### config.mk
export PLATFORM = sky130hd
export DESIGN_NAME = sgr_front
export DESIGN_NICKNAME = d
export VERILOG_FILES = /design/src/sgr_pkg.sv /design/src/sgr_front.sv
export SDC_FILE = /design/constraint.sdc
export NUM_CORES = 1
export LEC_CHECK = 0
export BUFFER_PORTS_ARGS = -buffer_cell sky130_fd_sc_hd__buf_2
export CAP_MARGIN = 20
export CORE_ASPECT_RATIO = 0.8
export CORE_MARGIN = 10
export CORE_UTILIZATION = 35
export DETAILED_ROUTE_END_ITERATION = 10
export PLACE_DENSITY = 0.82
export SLEW_MARGIN = 20
export SYNTH_ARGS = -nofsm -noshare
export SYNTH_HDL_FRONTEND = slang
export SYNTH_SLANG_ARGS = --single-unit
### constraint.sdc
create_clock -name vclk -period 4.35
set_input_delay 0.2175 -clock vclk [all_inputs]
set_output_delay 0.2175 -clock vclk [all_outputs]
set_load 0.02 [all_outputs]
### src/sgr_pkg.sv
// Package for the scaled glyph row renderer.
// Holds the sizes, codes, payload structs and the command word passed from front to back.
// No dependencies.
package sgr_pkg;

	localparam int MAX_GLYPH_WIDTH  = 12;
	localparam int MAX_GLYPH_HEIGHT = 16;
	localparam int MAX_SCALE        = 4;
	localparam int GLYPH_CODES      = 128;

	localparam int STORE_DEPTH = GLYPH_CODES * MAX_GLYPH_HEIGHT;
	localparam int ADDR_W      = $clog2(STORE_DEPTH);

	// Field widths fixed by the interface.
	localparam int ROW_W   = 12;
	localparam int MASK_W  = 48;
	localparam int POS_W   = 16;
	localparam int GW_W    = 4;
	localparam int GH_W    = 5;
	localparam int SCALE_W = 3;
	localparam int DW_W    = 10;
	localparam int CW_W    = 6;
	localparam int CH_W    = 7;
	localparam int N_W     = CH_W - 1;

	localparam int K_W = (MAX_GLYPH_HEIGHT > 1) ? $clog2(MAX_GLYPH_HEIGHT) : 1;
	localparam int R_W = (MAX_SCALE > 1) ? $clog2(MAX_SCALE) : 1;

	// The queue depth must be a power of two so that the pointers wrap by themselves.
	localparam int QUEUE_DEPTH = 4;
	localparam int Q_PTR_W     = $clog2(QUEUE_DEPTH);
	localparam int Q_CNT_W     = $clog2(QUEUE_DEPTH + 1);

	localparam logic [1:0] KIND_LOAD   = 2'd0;
	localparam logic [1:0] KIND_DRAW   = 2'd1;
	localparam logic [1:0] KIND_SETCUR = 2'd2;

	localparam logic [7:0] CODE_NEWLINE = 8'd10;
	localparam logic [7:0] CODE_FIRST   = 8'd32;
	localparam logic [7:0] CODE_LAST    = 8'd127;

	localparam int CFG_IDX_W  = 2;
	localparam int CFG_DATA_W = DW_W;
	localparam logic [CFG_IDX_W-1:0] CFG_GLYPH_WIDTH   = 2'd0;
	localparam logic [CFG_IDX_W-1:0] CFG_GLYPH_HEIGHT  = 2'd1;
	localparam logic [CFG_IDX_W-1:0] CFG_SCALE         = 2'd2;
	localparam logic [CFG_IDX_W-1:0] CFG_DISPLAY_WIDTH = 2'd3;

	localparam logic [GW_W-1:0]    RST_GLYPH_WIDTH   = 4'd8;
	localparam logic [GH_W-1:0]    RST_GLYPH_HEIGHT  = 5'd8;
	localparam logic [SCALE_W-1:0] RST_SCALE         = 3'd1;
	localparam logic [DW_W-1:0]    RST_DISPLAY_WIDTH = 10'd320;

	typedef struct packed {
		logic [1:0]       kind;
		logic [7:0]       code;
		logic [3:0]       row;
		logic [ROW_W-1:0] row_bits;
		logic [POS_W-1:0] pos_x;
		logic [POS_W-1:0] pos_y;
	} in_t;

	typedef struct packed {
		logic [POS_W-1:0]  x;
		logic [POS_W-1:0]  y;
		logic [CW_W-1:0]   width;
		logic [MASK_W-1:0] mask;
		logic              last;
	} out_t;

	// Effective (clamped) configuration and the derived character size.
	typedef struct packed {
		logic [GW_W-1:0]    gw;
		logic [GH_W-1:0]    gh;
		logic [SCALE_W-1:0] s;
		logic [CW_W-1:0]    cw;
		logic [CH_W-1:0]    ch;
		logic [DW_W-1:0]    dw;
	} cfg_t;

	typedef enum logic [1:0] {
		OP_LOAD    = 2'd0,
		OP_DRAW    = 2'd1,
		OP_SETCUR  = 2'd2,
		OP_NEWLINE = 2'd3
	} op_t;

	typedef struct packed {
		op_t               op;
		logic [ADDR_W-1:0] addr;
		logic [ROW_W-1:0]  bits;
		logic [POS_W-1:0]  pos_x;
		logic [POS_W-1:0]  pos_y;
	} cmd_t;

endpackage

### src/sgr_front.sv
// Front end of the glyph renderer: takes input words, decodes them into commands.
// Ignored words are dropped here. Depends on sgr_pkg.
module sgr_front (
	input  logic          in_valid,
	output logic          in_stall,
	input  sgr_pkg::in_t  in_data,
	input  sgr_pkg::cfg_t cfg,
	input  logic          q_full,
	output logic          push,
	output sgr_pkg::cmd_t cmd
);

	logic                       keep;
	logic [sgr_pkg::ADDR_W-1:0] base;
	logic                       printable;

	assign in_stall = q_full;

	always_comb begin
		base      = sgr_pkg::ADDR_W'(in_data.code) * sgr_pkg::ADDR_W'(cfg.gh);
		printable = (in_data.code >= sgr_pkg::CODE_FIRST) && (in_data.code <= sgr_pkg::CODE_LAST);
		keep      = 1'b0;
		cmd.op    = sgr_pkg::OP_LOAD;
		cmd.addr  = base + sgr_pkg::ADDR_W'(in_data.row);
		cmd.bits  = in_data.row_bits;
		cmd.pos_x = in_data.pos_x;
		cmd.pos_y = in_data.pos_y;
		case (in_data.kind)
			sgr_pkg::KIND_LOAD: begin
				// Rows past the glyph height and codes past the store are dropped.
				keep = ({1'b0, in_data.row} < cfg.gh) &&
				       (int'(in_data.code) < sgr_pkg::GLYPH_CODES);
			end
			sgr_pkg::KIND_SETCUR: begin
				keep   = 1'b1;
				cmd.op = sgr_pkg::OP_SETCUR;
			end
			sgr_pkg::KIND_DRAW: begin
				if (in_data.code == sgr_pkg::CODE_NEWLINE) begin
					keep   = 1'b1;
					cmd.op = sgr_pkg::OP_NEWLINE;
				end else if (printable) begin
					keep     = 1'b1;
					cmd.op   = sgr_pkg::OP_DRAW;
					cmd.addr = base;
				end
			end
			default: keep = 1'b0;
		endcase
		push = in_valid && !q_full && keep;
	end

endmodule

==> flow_metrics.py <==
metrics = {
    "status": {
        "status": "complete, no violations",
    },
    "power": {
        "pwr-share-seq_pct": 0,
        "peakVddDrop_v": 0.0000970,
        "leakage_nw": 0.980,
        "p_sw_share_pct": 60.3,
        "powerDensity_nw_per_um2": 322,
        "clkPwrFrac_pct": 0,
        "internal_power_mw": 0.243,
        "p_comb_share_pct": 100.0,
        "power_switching_mw": 0.369,
    },
    "floorplanning": {
        "dieHeight_microns": 87.0,
        "num_rows": 24,
        "fp.dieW_microns": 104,
        "die_area_sq_um": 9030,
        "ios": 154,
        "initial_core_util_pct": 36.1,
        "core_region_area_sq_um": 5440,
    },
    "critical_path": {
        "worst-path-max-fanout": 8,
        "criticalPathCategory": "primary input to output pin",
        "cp.required_ns": 4.13,
        "crit_path_end_kind": "output pin",
        "critPathArrivalTime_ns": 3.87,
        "start_kind": "primary input",
    },
    "synthesis": {
        "synthSimpleGateAreaFrac_pct": 22.5,
        "synthesis.nets": 389,
        "synth_compound_area_share_pct": 8.73,
        "synth_cell_types": 33,
        "yosys_warnings": 0,
        "synth_top_family_by_area": "adder cells",
        "syn_inst": 249,
        "synthAdderAreaFrac_pct": 35.5,
        "synth_seq_area_share_pct": 0,
        "yosysTopAreaCell": "fa_1",
        "synth_area_sq_um": 1960,
        "syn_avg_cell_area_sq_um": 7.89,
        "synthMuxAreaShare_pct": 0.573,
        "yosys.area_share.xor_xnor_pct": 8.92,
        "synth.top_cell.area_share_pct": 18.3,
        "synthTopCellsByArea": "fa_1, buf_4, ha_1, and2_1, inv_1",
    },
    "route": {
        "drc": 0,
        "wire_per_inst_microns": 12.7,
        "dr.first_iter.drc_count": 49,
        "via_count": 1495,
        "drtPass1Iterations": 4,
        "vias_per_cell": 4.72,
        "wl_mm": 4.02,
        "ant_nets": 0,
    },
    "timing": {
        "worstMarginPinSlew_ns": 0.590,
        "fmax_ghz": 0.245,
        "max_slew_margin_pct": 60.5,
        "fin_ws_ns": 0.266,
        "finalCritPeriodShare_pct": 93.9,
        "setup_violations": 0,
        "rsz0062_at_grt": "false",
        "slew_viol_final": 0,
        "final_hold_viol_count": 0,
        "fin_setup_tns_ns": 0,
        "period_needed_ns": 4.08,
    },
    "cells_and_area": {
        "seqCellArea_sq_um": 0,
        "syn2layout_area_growth_pct": -3.12,
        "n_sequential_cell": 0,
        "drive_gt1_share_pct": 18.8,
        "final_net_count": 381,
        "fillers": 556,
        "most-common-layout-cells": "buf_2, inv_1, and2_1",
        "antenna_cells": 0,
        "mostFrequentLayoutCell": "buf_2",
        "clkbuf_count": 0,
        "final_core_util_pct": 35.0,
    },
    "flow_run": {
        "drv_cap": 0,
    },
    "grt": {
        "grt_max_degree": 10,
        "use_met3_pct": 1.33,
        "gr-usage-all-layers_pct": 8.55,
        "globalRoute.busiestLayer": "met2",
        "grt_pass1_vias": 1538,
        "antenna_found_initial": 0,
        "met1_usage_pct": 11.0,
        "gr-usage-met2_pct": 14.9,
        "grt_overflow": 0,
        "grt_pass1_wl_mm": 6.89,
    },
    "place": {
        "gp_congestion": 0.817,
        "place_ws_ns": 0.195,
        "dp_hpwl_mm": 3.57,
        "port_buffers": 36,
    },
    "min_path": {
        "min_path_type": "primary input to output pin",
    },
    "clock_network": {
        "ctsHoldBuffers": 0,
    },
}
==> path summary, 6_finish.rpt <==
path / startpoint / end / slack, ns / cells after the start
setup / recovery: cfg[30] / cmd[54] / 0.27 / 15
hold / removal: in_data[10] / cmd[10] / 0.44 / 0
==> cell type report <==
type | count | area [sq um] | share of cell area [%]
inverters | 30 | 113 | 5.92
repair buffers | 37 | 188 | 9.86
multi-input cells | 172 | 1510 | 79.1
well taps | 78 | 97.6 | 5.13
==> power by group through the flow <==
stage / sequential (mW) / combinational [mW] / clock, mW
final: 0 / 0.612 / 0
after detailed placement: 0 / 0.606 / 0
after CTS: 0 / 0.609 / 0
after global routing: 0 / 0.688 / 0
after floorplan: 0 / 0.504 / 0
after global placement: 0 / 0.590 / 0
==> routing by layer <==
metal / up-vias / wire length (microns)
met5: - / 0
met4: 0 / 55
met3: 12 / 188
met2: 48 / 1820
met1: 700 / 1960
li1: 735 / -
==> cells in the mapped netlist, types with 3 or more instances <==
cell	number
nand2_1	20
o21ai_0	6
nor2_1	12
nand2b_1	3
nor2b_1	3
fa_1	18
ha_1	27
buf_4	45
a21oi_1	7
a21o_1	4
and2_1	28
a31oi_1	3
xnor2_1	12
inv_1	30
xor2_1	8
==> per-stage QoR <==
step,area [sq um],power [mW],instances,hold slack [ns]
6_report,1900,0.612,317,0.435
3_5_place_dp,1890,0.606,316,0.435
4_1_cts,1890,0.609,316,0.435
3_3_place_gp,1890,0.590,316,0.435
2_1_floorplan,1960,0.504,249,0.488
5_1_grt,1900,0.688,317,0.435
==> what timing repair did <==
action	4_1_cts	5_1_grt
hold endpoints to repair	0	0
buffers inserted	0	1
endpoints found under the setup margin	0	1
gates resized for setup	0	1
==> cell families (layout without fill, tap and decap cells) <==
family                   Yosys count  after routing
AND/OR/NAND/NOR                   79             79
multiplexers                       1              1
XOR/XNOR                          20             20
buffers and inverters             77             67
AO/OA/AOI/OAI                     27             27
adder cells (fa/ha/maj)           45             45
==> critical path, cell delays in order <==
cell and delay (ns):
buf_2 0.15, and2_1 0.17, fa_1 0.51, fa_1 0.54
inv_1 0.05, fa_1 0.53, inv_1 0.04, ha_1 0.35
a21oi_1 0.22, nor2_1 0.09, nor4_1 0.29, a31oi_1 0.11
a311oi_2 0.25, xnor2_1 0.15, buf_2 0.19
No activity file was read; power rests on OpenSTA's default activity.
