## config.mk

```make
export PLATFORM = sky130hd
export DESIGN_NAME = sgr_queue
export DESIGN_NICKNAME = d
export VERILOG_FILES = /design/src/sgr_pkg.sv /design/src/sgr_queue.sv
export SDC_FILE = /design/constraint.sdc
export NUM_CORES = 1
export LEC_CHECK = 0
export BUFFER_PORTS_ARGS = -buffer_cell sky130_fd_sc_hd__buf_4
export CORE_MARGIN = 2
export CORE_UTILIZATION = 50
export DETAILED_ROUTE_END_ITERATION = 8
export PLACE_DENSITY = 0.71
export SLEW_MARGIN = 20
export SYNTH_ARGS = -nofsm -noshare
export SYNTH_HDL_FRONTEND = slang
export SYNTH_SLANG_ARGS = --single-unit
```

## constraint.sdc

```tcl
create_clock -name clk -period 3 [get_ports clk]
set_input_delay 0.3 -clock clk [delete_from_list [all_inputs] [get_ports clk]]
set_output_delay 0.3 -clock clk [all_outputs]
set_load 0.01 [all_outputs]
```

## src/sgr_pkg.sv

```systemverilog
// Package for the scaled glyph row renderer.
// Holds the sizes, codes, payload structs and the command word passed from front to back.
// No dependencies.
package sgr_pkg;

	localparam int MAX_GLYPH_WIDTH  = 12;
	localparam int MAX_GLYPH_HEIGHT = 16;
	localparam int MAX_SCALE        = 4;
	localparam int GLYPH_CODES      = 128;

	localparam int STORE_DEPTH = GLYPH_CODES * MAX_GLYPH_HEIGHT;
	localparam int ADDR_W      = $clog2(STORE_DEPTH);

	// Field widths fixed by the interface.
	localparam int ROW_W   = 12;
	localparam int MASK_W  = 48;
	localparam int POS_W   = 16;
	localparam int GW_W    = 4;
	localparam int GH_W    = 5;
	localparam int SCALE_W = 3;
	localparam int DW_W    = 10;
	localparam int CW_W    = 6;
	localparam int CH_W    = 7;
	localparam int N_W     = CH_W - 1;

	localparam int K_W = (MAX_GLYPH_HEIGHT > 1) ? $clog2(MAX_GLYPH_HEIGHT) : 1;
	localparam int R_W = (MAX_SCALE > 1) ? $clog2(MAX_SCALE) : 1;

	// The queue depth must be a power of two so that the pointers wrap by themselves.
	localparam int QUEUE_DEPTH = 4;
	localparam int Q_PTR_W     = $clog2(QUEUE_DEPTH);
	localparam int Q_CNT_W     = $clog2(QUEUE_DEPTH + 1);

	localparam logic [1:0] KIND_LOAD   = 2'd0;
	localparam logic [1:0] KIND_DRAW   = 2'd1;
	localparam logic [1:0] KIND_SETCUR = 2'd2;

	localparam logic [7:0] CODE_NEWLINE = 8'd10;
	localparam logic [7:0] CODE_FIRST   = 8'd32;
	localparam logic [7:0] CODE_LAST    = 8'd127;

	localparam int CFG_IDX_W  = 2;
	localparam int CFG_DATA_W = DW_W;
	localparam logic [CFG_IDX_W-1:0] CFG_GLYPH_WIDTH   = 2'd0;
	localparam logic [CFG_IDX_W-1:0] CFG_GLYPH_HEIGHT  = 2'd1;
	localparam logic [CFG_IDX_W-1:0] CFG_SCALE         = 2'd2;
	localparam logic [CFG_IDX_W-1:0] CFG_DISPLAY_WIDTH = 2'd3;

	localparam logic [GW_W-1:0]    RST_GLYPH_WIDTH   = 4'd8;
	localparam logic [GH_W-1:0]    RST_GLYPH_HEIGHT  = 5'd8;
	localparam logic [SCALE_W-1:0] RST_SCALE         = 3'd1;
	localparam logic [DW_W-1:0]    RST_DISPLAY_WIDTH = 10'd320;

	typedef struct packed {
		logic [1:0]       kind;
		logic [7:0]       code;
		logic [3:0]       row;
		logic [ROW_W-1:0] row_bits;
		logic [POS_W-1:0] pos_x;
		logic [POS_W-1:0] pos_y;
	} in_t;

	typedef struct packed {
		logic [POS_W-1:0]  x;
		logic [POS_W-1:0]  y;
		logic [CW_W-1:0]   width;
		logic [MASK_W-1:0] mask;
		logic              last;
	} out_t;

	// Effective (clamped) configuration and the derived character size.
	typedef struct packed {
		logic [GW_W-1:0]    gw;
		logic [GH_W-1:0]    gh;
		logic [SCALE_W-1:0] s;
		logic [CW_W-1:0]    cw;
		logic [CH_W-1:0]    ch;
		logic [DW_W-1:0]    dw;
	} cfg_t;

	typedef enum logic [1:0] {
		OP_LOAD    = 2'd0,
		OP_DRAW    = 2'd1,
		OP_SETCUR  = 2'd2,
		OP_NEWLINE = 2'd3
	} op_t;

	typedef struct packed {
		op_t               op;
		logic [ADDR_W-1:0] addr;
		logic [ROW_W-1:0]  bits;
		logic [POS_W-1:0]  pos_x;
		logic [POS_W-1:0]  pos_y;
	} cmd_t;

endpackage

```

## src/sgr_queue.sv

```systemverilog
// Short command queue between the front and back of the glyph renderer.
// Register file with head and tail pointers. Depends on sgr_pkg.
module sgr_queue (
	input  logic          clk,
	input  logic          arst_n,
	input  logic          push,
	input  sgr_pkg::cmd_t push_cmd,
	input  logic          pop,
	output sgr_pkg::cmd_t head,
	output logic          empty,
	output logic          full
);

	sgr_pkg::cmd_t                entry_q [sgr_pkg::QUEUE_DEPTH];
	logic [sgr_pkg::Q_PTR_W-1:0]  wr_ptr_q;
	logic [sgr_pkg::Q_PTR_W-1:0]  rd_ptr_q;
	logic [sgr_pkg::Q_CNT_W-1:0]  count_q;

	assign empty = (count_q == '0);
	assign full  = (count_q == sgr_pkg::Q_CNT_W'(sgr_pkg::QUEUE_DEPTH));
	assign head  = entry_q[rd_ptr_q];

	always_ff @(posedge clk) begin
		if (push) begin
			entry_q[wr_ptr_q] <= push_cmd;
		end
	end

	always_ff @(posedge clk or negedge arst_n) begin
		if (!arst_n) begin
			wr_ptr_q <= '0;
			rd_ptr_q <= '0;
			count_q  <= '0;
		end else begin
			if (push) begin
				wr_ptr_q <= wr_ptr_q + 1'b1;
			end
			if (pop) begin
				rd_ptr_q <= rd_ptr_q + 1'b1;
			end
			if (push && !pop) begin
				count_q <= count_q + 1'b1;
			end else if (pop && !push) begin
				count_q <= count_q - 1'b1;
			end
		end
	end

endmodule

```

==> metrics.txt <==
# TYPE chip_impl_metric gauge
chip_impl_metric{name="input_output_buffers",unit=""} 119
chip_impl_metric{name="avgSynthCellArea",unit="sq um"} 26.0
chip_impl_metric{name="drt_first_iter_violations",unit=""} 229
chip_impl_info{name="outcome",value="completed"} 1
chip_impl_metric{name="hold_viol_final",unit=""} 0
chip_impl_metric{name="antenna_cell_count",unit=""} 0
chip_impl_metric{name="clock_power_share",unit="%"} 25.3
chip_impl_metric{name="crit_buf_inv",unit=""} 2
chip_impl_metric{name="std_cell_rows",unit=""} 48
chip_impl_metric{name="timing_max_transition_violations_final",unit=""} 0
chip_impl_metric{name="first_pass_grt_wire_length",unit="microns"} 23200
chip_impl_metric{name="detailed_place_hpwl",unit="microns"} 8490
chip_impl_info{name="critPathLaunchType",value="flip-flop"} 1
chip_impl_metric{name="crit_arrival",unit="ns"} 2.27
chip_impl_metric{name="weighted_congestion_reported_at_the_end_of_routability_driven_placement",unit=""} 0.701
chip_impl_metric{name="globalRoute.totalOverflow",unit=""} 0
chip_impl_metric{name="initial_core_util",unit="%"} 50.6
chip_impl_metric{name="area_enclosed_by_the_die_boundary",unit="sq um"} 18300
chip_impl_metric{name="path_depth",unit=""} 3
chip_impl_metric{name="route.detailed.drc",unit=""} 0
chip_impl_metric{name="grt_start_max_net_pins",unit=""} 58
chip_impl_metric{name="nFillCells",unit=""} 1177
chip_impl_metric{name="crit_fanout",unit=""} 27
chip_impl_info{name="worstReg2RegEnd",value="entry_q[0][20]$_DFFE_PP_"} 1
chip_impl_info{name="cts_tree",value="built"} 1
chip_impl_metric{name="top_level_ports",unit=""} 120
chip_impl_info{name="critical_path.endpoint",value="head[51]"} 1
chip_impl_info{name="crit_family",value="flip-flops"} 1
chip_impl_metric{name="yosysSeqAreaShare",unit="%"} 81.4
chip_impl_metric{name="number_of_global_route_vias_before_repair",unit=""} 4378
chip_impl_metric{name="post-cts-setup-buffer-count",unit=""} 0
chip_impl_metric{name="cap_viol_max_count",unit=""} 0
chip_impl_metric{name="setup_viol_count_final",unit=""} 0
chip_impl_metric{name="tightestPinTransition",unit="ns"} 0.886
chip_impl_metric{name="yosys.area.top_type_share",unit="%"} 79.4
chip_impl_metric{name="num-nets-final",unit=""} 591
chip_impl_metric{name="cp.required",unit="ns"} 2.70
chip_impl_metric{name="irDropWorstVdd",unit="V"} 0.000498
chip_impl_metric{name="ant_nets",unit=""} 0
chip_impl_metric{name="ys_types",unit=""} 20
chip_impl_metric{name="cell_internal_pwr",unit="W"} 0.00743
chip_impl_info{name="timing.rr.start",value="wr_ptr_q[0]$_DFFE_PN0P_"} 1
chip_impl_metric{name="setup_total_negative_slack",unit="ns"} 0
chip_impl_metric{name="maxSlewHeadroom",unit="%"} 41.0
chip_impl_metric{name="fin_worst_skew",unit="ns"} 0.00652
chip_impl_metric{name="period_minus_slack",unit="ns"} 2.57
chip_impl_info{name="worstSetupEndpointType",value="primary output"} 1
chip_impl_info{name="cp-startpoint",value="rd_ptr_q[0]$_DFFE_PN0P_"} 1
chip_impl_metric{name="power.share.switching",unit="%"} 27.4
chip_impl_metric{name="power-per-cell-area",unit="nW/um^2"} 930
chip_impl_metric{name="drive_gt1_share",unit="%"} 40.6
chip_impl_metric{name="chipWidth",unit="microns"} 135
chip_impl_metric{name="final_design_area_no_fill",unit="sq um"} 11000
chip_impl_metric{name="clk-insertion-delay-late",unit="ns"} 0.49
chip_impl_metric{name="static-leakage-power",unit="nW"} 3.83
chip_impl_metric{name="cts.reportedPaths.clkPinSlew",unit="ns"} 0.06
chip_impl_metric{name="combinational_share_of_power",unit="%"} 29.7
chip_impl_info{name="rsz0062_at_grt",value="no"} 1
chip_impl_info{name="synth_top_cell_by_area",value="edfxtp_1"} 1
chip_impl_metric{name="ys_seq_elements",unit=""} 235
chip_impl_metric{name="post_route_clock_period_utilization",unit="%"} 85.6
chip_impl_info{name="min-delay-path-class",value="in -> reg"} 1
chip_impl_metric{name="reg2reg_setup_slack",unit="ns"} 1.21
chip_impl_metric{name="synthesis.yosys.warnings",unit=""} 0
chip_impl_metric{name="p_seq_share",unit="%"} 45.1
chip_impl_metric{name="synth.cell_area",unit="sq um"} 8630
chip_impl_info{name="post_synth_main_area_contributors",value="edfxtp_1 (79%), mux4_2 (15%), dfrtp_1 (2.0%)"} 1
chip_impl_metric{name="via_per_inst",unit=""} 5.26
chip_impl_info{name="cts-root-buf",value="clkbuf_16"} 1
chip_impl_metric{name="die_y",unit="microns"} 135
chip_impl_metric{name="total_clock_buffers_created_by_cts",unit=""} 23
chip_impl_metric{name="grt_antenna_before_repair",unit=""} 1
chip_impl_metric{name="worst_r2r_path_cells",unit=""} 3
chip_impl_metric{name="routed_wire_length_per_instance",unit="microns"} 19.6
chip_impl_metric{name="clock_sink_count",unit=""} 235
chip_impl_metric{name="core_area",unit="sq um"} 17100
chip_impl_metric{name="iteration_count_of_the_initial_detailed_routing_pass",unit=""} 4
chip_impl_metric{name="power.net_switching",unit="W"} 0.00280
chip_impl_info{name="setup.worst_path.class",value="reg -> out"} 1
chip_impl_info{name="path_cells",value="buf_12 -> mux4_2 -> buf_4"} 1
chip_impl_metric{name="syn-num-nets",unit=""} 399
chip_impl_metric{name="gr-usage-all-layers",unit="%"} 16.7
chip_impl_metric{name="area_growth",unit="%"} 27.5
chip_impl_info{name="crit_path_top_delay_cell",value="dfrtp_4"} 1
chip_impl_metric{name="timing.critical_path.slowest_cell_delay",unit="ns"} 0.72
chip_impl_metric{name="synthCells",unit=""} 332
chip_impl_metric{name="clockBufferDepth",unit=""} 3
chip_impl_metric{name="drt-total-wl",unit="microns"} 15000
chip_impl_metric{name="fmax",unit="MHz"} 390
chip_impl_metric{name="clock_tree.htree_level_count",unit=""} 1
chip_impl_metric{name="post_dp_cell_area",unit="sq um"} 9790
chip_impl_metric{name="vias",unit=""} 4015
[repair_timing]
item | 4_1_cts | 5_1_grt
endpoints found under the hold margin | 207 | 0
resized for setup | 0 | 0
hold buffers | 54 | 0
[state kept, by name, indices dropped and copies added (netlist names)]
name      flops
wr_ptr_q      2
count_q       3
rd_ptr_q      2
entry_q     228
[worst reg2reg max path: stages, from the launching register on]
cell	delay [ns]
dfrtp_1	0.42
inv_1	0.10
ha_1	0.15
and2_4	0.72
[logic make-up after synthesis]
| kind of cell | count (synthesis) | synth area share (%) |
|---|---|---|
| XOR/XNOR | 6 | 0.609 |
| AO/OA/AOI/OAI | 1 | 0.0579 |
| buffers and inverters | 17 | 1.42 |
| flip-flops | 235 | 81.4 |
| AND/OR/NAND/NOR | 9 | 0.565 |
| adder cells (fa/ha/maj) | 6 | 0.957 |
| multiplexers | 58 | 15.0 |
[how the worst min path moves through the flow]
stage | depth (start not counted) | slack, ns | end | from
CTS | 1 | 0.0004 | entry_q[2][36]$_DFFE_PP_ | push_cmd[36]
global placement | 1 | 0.11 | count_q[1]$_DFFE_PN0P_ | arst_n
finish | 1 | 0.02 | entry_q[1][48]$_DFFE_PP_ | push_cmd[48]
global route | 1 | 0.005 | entry_q[3][36]$_DFFE_PP_ | push_cmd[36]
floorplan | 0 | 0.004 | count_q[0]$_DFFE_PN0P_ | arst_n
detailed placement | 1 | 0.12 | count_q[1]$_DFFE_PN0P_ | arst_n
[metal layers]
metal	vias up	global-route usage, %	part of all wire [%]
met3	23	3.25	5.5
met4	2	4.51	1.6
met1	2078	22.4	42
met5	-	0	0.073
met2	120	28.4	51
li1	1792	-	-
[power groups by stage]
stage	sequential (W)	clock, W	combinational (W)
finish	0.00461	0.00259	0.00304
global route	0.00468	0.00277	0.00326
CTS	0.00463	0.00266	0.00312
detailed placement	0.00469	0	0.00305
global placement	0.00465	0	0.00302
floorplan	0.00450	0	0.00194
[metrics by stage]
stage | hold WS [ns] | setup slack (ns) | cells | util [%] | power (W)
after detailed placement | 0.120 | 0.889 | 670 | 57.4 | 0.00774
after global routing | 0.00467 | 0.280 | 764 | 64.5 | 0.0107
after CTS | 0.000406 | 0.356 | 764 | 64.5 | 0.0104
after global placement | 0.114 | 0.890 | 670 | 57.4 | 0.00768
final | 0.0181 | 0.433 | 764 | 64.5 | 0.0102
after floorplan | 0.00441 | 0.615 | 332 | - | 0.00644
[cell type report]
cell class | instances | area, sq um | area share [%]
Tap cell | 225 | 282 | 2.56
Clock inverter | 13 | 85.1 | 0.773
Clock buffer | 27 | 591 | 5.37
Multi-Input combinational cell | 80 | 1490 | 13.6
Sequential cell | 235 | 7030 | 63.9
Timing Repair Buffer | 180 | 1510 | 13.7
Inverter | 4 | 15.0 | 0.136
[cell usage after synthesis (all sizes together)]
| library cell | instances |
|---|---|
| mux2 | 1 |
| edfxtp | 228 |
| o21ai | 1 |
| dfrtp | 7 |
| nor2 | 1 |
| inv | 4 |
| nand2 | 2 |
| nor3b | 1 |
| ha | 5 |
| mux4 | 57 |
| fa | 1 |
| and2 | 4 |
| xor2 | 4 |
| nor3 | 1 |
| xnor2 | 2 |
| buf | 13 |
[layout by cell type (no fill, tap or decap), types with 2 or more instances in the layout]
master / count
nand2_1: 2
dlygate4sd3_1: 54
buf_4: 124
clkinv_2: 4
inv_1: 4
clkbuf_1: 4
and2_4: 2
mux4_2: 57
xor2_1: 4
clkbuf_16: 23
ha_1: 5
dfrtp_1: 5
edfxtp_1: 228
and2_2: 2
xnor2_1: 2
buf_12: 2
clkinv_1: 7
(Power assumes the default switching activity.)
